File: config.mk
export PLATFORM = sky130hd
export DESIGN_NAME = mpfd_ctrl
export DESIGN_NICKNAME = d
export VERILOG_FILES = /design/src/mpfd_pkg.sv /design/src/mpfd_ctrl.sv
export SDC_FILE = /design/constraint.sdc
export NUM_CORES = 1
export LEC_CHECK = 0
export BUFFER_PORTS_ARGS = -buffer_cell sky130_fd_sc_hd__clkbuf_2
export CORE_AREA = 2 2 39 41
export CTS_CLUSTER_SIZE = 40
export DETAILED_ROUTE_END_ITERATION = 8
export DIE_AREA = 0 0 41 43
export PLACE_DENSITY = 0.54
export SYNTH_ARGS = -nofsm -noshare
export SYNTH_HDL_FRONTEND = slang
export SYNTH_SLANG_ARGS = --single-unit
File: constraint.sdc
create_clock -name aclk -period 1.3 [get_ports aclk]
set_input_delay 0.26 -clock aclk [delete_from_list [all_inputs] [get_ports aclk]]
set_output_delay 0.26 -clock aclk [all_outputs]
set_load 0.02 [all_outputs]
File: src/mpfd_pkg.sv
package mpfd_pkg;

    // Command codes carried on s_tuser
    typedef enum logic [2:0] {
        OP_POINT = 3'd0,
        OP_READ  = 3'd1,
        OP_HLINE = 3'd2,
        OP_VLINE = 3'd3,
        OP_FILL  = 3'd4
    } opcode_t;

    // Controller states
    typedef enum logic [2:0] {
        ST_CLEAR,
        ST_IDLE,
        ST_DISPATCH,
        ST_READ,
        ST_MODIFY,
        ST_FILL,
        ST_DONE
    } state_t;

    // Commands from controller to datapath
    typedef struct packed {
        logic load;      // latch a new command word
        logic clear_wr;  // write zero at sweep address
        logic fill_wr;   // write fill pattern at sweep address
        logic rd;        // read byte at cursor address
        logic rmw_wr;    // modify and write back byte at cursor address
        logic step;      // advance cursor
        logic out_load;  // move working result into output register
    } ctrl_cmd_t;

    // Status from datapath to controller
    typedef struct packed {
        opcode_t op;
        logic    cursor_last;
        logic    sweep_last;
    } dp_status_t;

    localparam logic [7:0] BYTE_ONES = 8'hFF;

endpackage

File: src/mpfd_ctrl.sv
module mpfd_ctrl (
    input  logic                   aclk,
    input  logic                   aresetn,
    input  logic                   in_valid,
    output logic                   in_ready,
    output logic                   out_valid,
    input  logic                   out_ready,
    output mpfd_pkg::ctrl_cmd_t    cmd,
    input  mpfd_pkg::dp_status_t   status
);

    mpfd_pkg::state_t state_reg, state_next;
    logic             out_valid_reg, out_valid_next;

    // State and output-valid registers
    always_ff @(posedge aclk) begin
        if (!aresetn) begin
            state_reg     <= mpfd_pkg::ST_CLEAR;
            out_valid_reg <= 1'b0;
        end else begin
            state_reg     <= state_next;
            out_valid_reg <= out_valid_next;
        end
    end

    // Next state
    always_comb begin
        state_next = state_reg;
        case (state_reg)
            mpfd_pkg::ST_CLEAR: begin
                if (status.sweep_last) state_next = mpfd_pkg::ST_IDLE;
            end
            mpfd_pkg::ST_IDLE: begin
                if (in_valid) state_next = mpfd_pkg::ST_DISPATCH;
            end
            mpfd_pkg::ST_DISPATCH: begin
                case (status.op)
                    mpfd_pkg::OP_POINT,
                    mpfd_pkg::OP_READ,
                    mpfd_pkg::OP_HLINE,
                    mpfd_pkg::OP_VLINE: state_next = mpfd_pkg::ST_READ;
                    mpfd_pkg::OP_FILL:  state_next = mpfd_pkg::ST_FILL;
                    default:            state_next = mpfd_pkg::ST_DONE;
                endcase
            end
            mpfd_pkg::ST_READ: begin
                state_next = mpfd_pkg::ST_MODIFY;
            end
            mpfd_pkg::ST_MODIFY: begin
                state_next = status.cursor_last ? mpfd_pkg::ST_DONE : mpfd_pkg::ST_READ;
            end
            mpfd_pkg::ST_FILL: begin
                if (status.sweep_last) state_next = mpfd_pkg::ST_DONE;
            end
            mpfd_pkg::ST_DONE: begin
                if (!out_valid_reg || out_ready) state_next = mpfd_pkg::ST_IDLE;
            end
            default: begin
                state_next = mpfd_pkg::ST_IDLE;
            end
        endcase
    end

    // Outputs
    always_comb begin
        cmd      = '0;
        in_ready = 1'b0;
        case (state_reg)
            mpfd_pkg::ST_CLEAR: begin
                cmd.clear_wr = 1'b1;
            end
            mpfd_pkg::ST_IDLE: begin
                in_ready = 1'b1;
                cmd.load = in_valid;
            end
            mpfd_pkg::ST_READ: begin
                cmd.rd = 1'b1;
            end
            mpfd_pkg::ST_MODIFY: begin
                cmd.rmw_wr = 1'b1;
                cmd.step   = !status.cursor_last;
            end
            mpfd_pkg::ST_FILL: begin
                cmd.fill_wr = 1'b1;
            end
            mpfd_pkg::ST_DONE: begin
                cmd.out_load = !out_valid_reg || out_ready;
            end
            default: begin
                cmd = '0;
            end
        endcase
    end

    // Result word valid: set on load, cleared when taken
    always_comb begin
        out_valid_next = out_valid_reg;
        if (cmd.out_load) begin
            out_valid_next = 1'b1;
        end else if (out_ready) begin
            out_valid_next = 1'b0;
        end
    end

    assign out_valid = out_valid_reg;

endmodule

**After elaboration in Yosys (flattened, before gate mapping)**

Index checks and enable logic that the tools add are counted.

- Logic and storage cells: 40
- Output and inout bits: 9
- Bits in registers: 4

- Reductions and logical operators: 8
- Equality and inequality tests: 14
- Multiplexer cells: 16

Operator list:

| operator | count |
|---|---|
| $pmux W3 S7 | 1 |
| $mux W3 | 5 |
| $eq A3 B2 Y1 const B | 4 |
| $eq A3 B3 Y1 const B | 4 |
| $mux W1 | 8 |
| $ne A2 B2 Y1 const B | 4 |
| $eq A3 B1 Y1 const B | 2 |
| $logic_not A3 Y1 | 2 |
| $pmux W3 S2 | 1 |
| $reduce_and A4 Y1 | 1 |
| $reduce_or A4 Y1 | 1 |
| $logic_not A1 Y1 | 2 |
| $mux W2 | 1 |
| $reduce_bool A2 Y1 | 1 |
| $logic_or A1 B1 Y1 | 1 |

**Longest topological paths before layout**

- Depth after elaboration: 4
- Mapped depth: 5
- Gate-level depth less buffers: 4

**Least setup slack after synthesis**

Ideal clock, no wire load.

- Path type: reg2out
- Start point: reg state_reg[2]
- End point: out cmd[1] (netlist name)
- Path slack: -0.224 ns
- Arrival time: 1.264 ns
- Cell stages (with the launch flop): 4
- Cell sequence: dfxtp_1 buf_6 nor3b_2 nor2b_1

RTL lines:

| what | RTL line | source |
|---|---|---|
| from (decl) | mpfd_ctrl.sv:12 | `mpfd_pkg::state_t state_reg, state_next;` |
| from (signal assigned) | mpfd_ctrl.sv:18 | `state_reg <= mpfd_pkg::ST_CLEAR;` |
| from (signal assigned) | mpfd_ctrl.sv:21 | `state_reg <= state_next;` |
| to (decl) | mpfd_ctrl.sv:8 | `output mpfd_pkg::ctrl_cmd_t cmd,` |

==> results.sh <==
export IMPL_power_w=0.000727
export IMPL_reg2reg_depth=4
export IMPL_end_kind="output port"
export IMPL_synth_seq_cells=4
export IMPL_netlist_top_cells_count="4 x dfxtp_1, 3 x a21oi_1"
export IMPL_grtUsageTotal=0.117
export IMPL_hold_buffers=0
export IMPL_drive_gt1_frac=0.656
export IMPL_largest_register_ffs=3
export IMPL_r2r_slack_ps=10
export IMPL_cts_buffers=3
export IMPL_path_cells="buf_12, nor3b_4, nor2b_4, buf_8"
export IMPL_postLayoutSetupSlackWorst_ps=-95.7
export IMPL_die_area_um2=1760
export IMPL_diodes=0
export IMPL_synth_avg_cell_area_um2=8.73
export IMPL_clock_sinks=4
export IMPL_worstReg2RegStart="state_reg[1]"
export IMPL_arrival_ps=1140
export IMPL_dp_slack_ps=10.1
export IMPL_slowest_stage="dfxtp_2"
export IMPL_min_period_ps=1400
export IMPL_powerDensity_nw_per_um2=1180
export IMPL_clock_latency_ps=230
export IMPL_cts_clk_slew_worst_paths_ps=40
export IMPL_grt_pass1_vias=367
export IMPL_worstSetupEndpoint="cmd[1]"
export IMPL_drv_slew=0
export IMPL_critical_path_top_delay_family="simple AND/OR/NAND/NOR gates"
export IMPL_hpwlAfterDp_um=665
export IMPL_row_count=14
export IMPL_max_freq_mhz=716
export IMPL_drc=0
export IMPL_gr_total_overflow=0
export IMPL_synth_seq_area_share=0.235
export IMPL_async_reset_ff_frac=0
export IMPL_die_x_um=41
export IMPL_critPathMaxFanout=6
export IMPL_startpoint_type="flop"
export IMPL_synth_edf_count=0
export IMPL_routed_via_density=4.89
export IMPL_syn_cell_area_um2=340
export IMPL_grt_max_degree=8
export IMPL_ios=18
export IMPL_tns_ps=-372
export IMPL_finalNetCount=75
export IMPL_tightestPinTransition_ps=420
export IMPL_crit_start="state_reg[1]"
export IMPL_synth_warnings=0
export IMPL_area_delta_synth_final_pct=81.6
export IMPL_synth_top_area_share=0.235
export IMPL_finalNonFillerCells=80
export IMPL_coreArea_um2=1380
export IMPL_synth_main_ff_cell="dfxtp_1"
export IMPL_seq_area_um2=88.8
export IMPL_max_slew_margin=0.716
export IMPL_clockBufferDepth=2
export IMPL_yosysTopAreaCell="dfxtp_1"
export IMPL_reg2reg_to="state_reg[0]"
export IMPL_hold_viol=0
export IMPL_rsz0062_at_grt="yes"
export IMPL_ant_nets=0
export IMPL_required_ps=1040
export IMPL_netlist_top_cells_area="dfxtp_1 24%, nor3b_2 7.4%, buf_6 6.6%, mux2i_1 5.9%, a21oi_1 4.4%"
export IMPL_grt_pass1_wl_um=1390
export IMPL_period_share=1.07
export IMPL_synthCells=39
export IMPL_wire_per_inst_um=12.1
export IMPL_synth_most_common_cell="dfxtp_1"
export IMPL_htree_num_levels=1
export IMPL_filler_cell_count=144
export IMPL_max_cap_violations=0
export IMPL_io_buffer_count=17
export IMPL_via_count=391
export IMPL_synth_cell_type_count=25
export IMPL_first_pass_iters=3
export IMPL_crit_cells=4
export IMPL_drt_iter0_drc=3
export IMPL_die_h_um=43
export IMPL_hp_class="in -> reg"
export IMPL_worst_path_buf_inv=2
export IMPL_start_util=0.246
export IMPL_crit_type="reg -> out"
export IMPL_cpPeakStageDelay_ps=320
export IMPL_violations="setup timing"
export IMPL_wirelength_um=966
export IMPL_status="complete, but fails checks"
export IMPL_gp_congestion=0.658
export IMPL_cts_tree="built"
export IMPL_dp_cells=72
export IMPL_setup_viol=6
export IMPL_synth_fp_nets=48
export IMPL_root_buffer="clkbuf_4"
export IMPL_multi_input_area_um2=263
export IMPL_fin_worst_skew_ps=5.23
export IMPL_ir_worst_vdd_uv=471
export IMPL_p_leak_nw=0.252
export IMPL_antenna_found_initial=0
[per-stage QoR]
step | hold WS [ps] | cell area, um^2 | util
after global placement | 505 | 482 | 0.348
after CTS | 278 | 588 | 0.425
final | 286 | 618 | 0.447
after floorplan | 378 | 372 | -
after global routing | 288 | 618 | 0.447
after detailed placement | 517 | 482 | 0.348
[where the power goes]
part | switching (W) | internal (W) | total (W)
logic | 0.000184 | 0.000219 | 0.000403
registers | 0.0000281 | 0.000145 | 0.000173
clock network | 0.0000473 | 0.000103 | 0.000150
[cell families (layout without fill, tap and decap cells)]
logic type	count (synthesis)	in the layout	share of synthesized area
compound gates	13	13	0.265
xor+xnor	1	1	0.0257
buf+inv	5	30	0.121
flops	4	4	0.235
mux	2	2	0.0588
simple gates	14	14	0.294
[cell usage in the layout, fill, tap and decap left out, drive strengths merged]
cell    netlist  final
a21boi        2      2
o21a          1      1
nor2          2      2
and2          1      1
xnor2         1      1
nor3b         4      4
o41ai         1      1
clkbuf        0     12
nand2b        1      1
nor3          2      2
dfxtp         4      4
mux2i         2      2
o31a          1      1
inv           1      1
a211oi        2      2
nand3         1      1
a21oi         3      3
o21ai         3      3
nand3b        1      1
nor2b         2      2
buf           4     17
[layer usage]
layer	track usage	wire, um	up-vias
li1	-	-	193
met1	0.103	347	184
met2	0.219	569	14
met3	0.0314	49	0
met4	0.0600	0	0
met5	0	0	-
[what timing repair did]
action	4_1_cts	5_1_grt
buffers inserted	4	1
endpoints found under the setup margin	8	9
resized for setup	18	13
cloned	0	0
pin swaps	1	1
[layout make-up]
| type | count | share of cell area |
|---|---|---|
| Multi-Input combinational cell | 30 | 0.425 |
| Timing Repair Buffer | 26 | 0.348 |
| Sequential cell | 4 | 0.144 |
| Clock buffer | 3 | 0.0364 |
| Tap cell | 16 | 0.0324 |
| Inverter | 1 | 0.0142 |
[worst min path at each step]
stage / to / depth (start not counted) / from / slack, ps
floorplan: state_reg[2] / 1 / aresetn / 380
global placement: out_valid / 2 / out_valid / 510
detailed placement: out_valid / 2 / out_valid / 520
CTS: state_reg[2] / 2 / aresetn / 280
global route: state_reg[2] / 2 / aresetn / 290
finish: state_reg[2] / 2 / aresetn / 290
(Power assumes the default switching activity.)
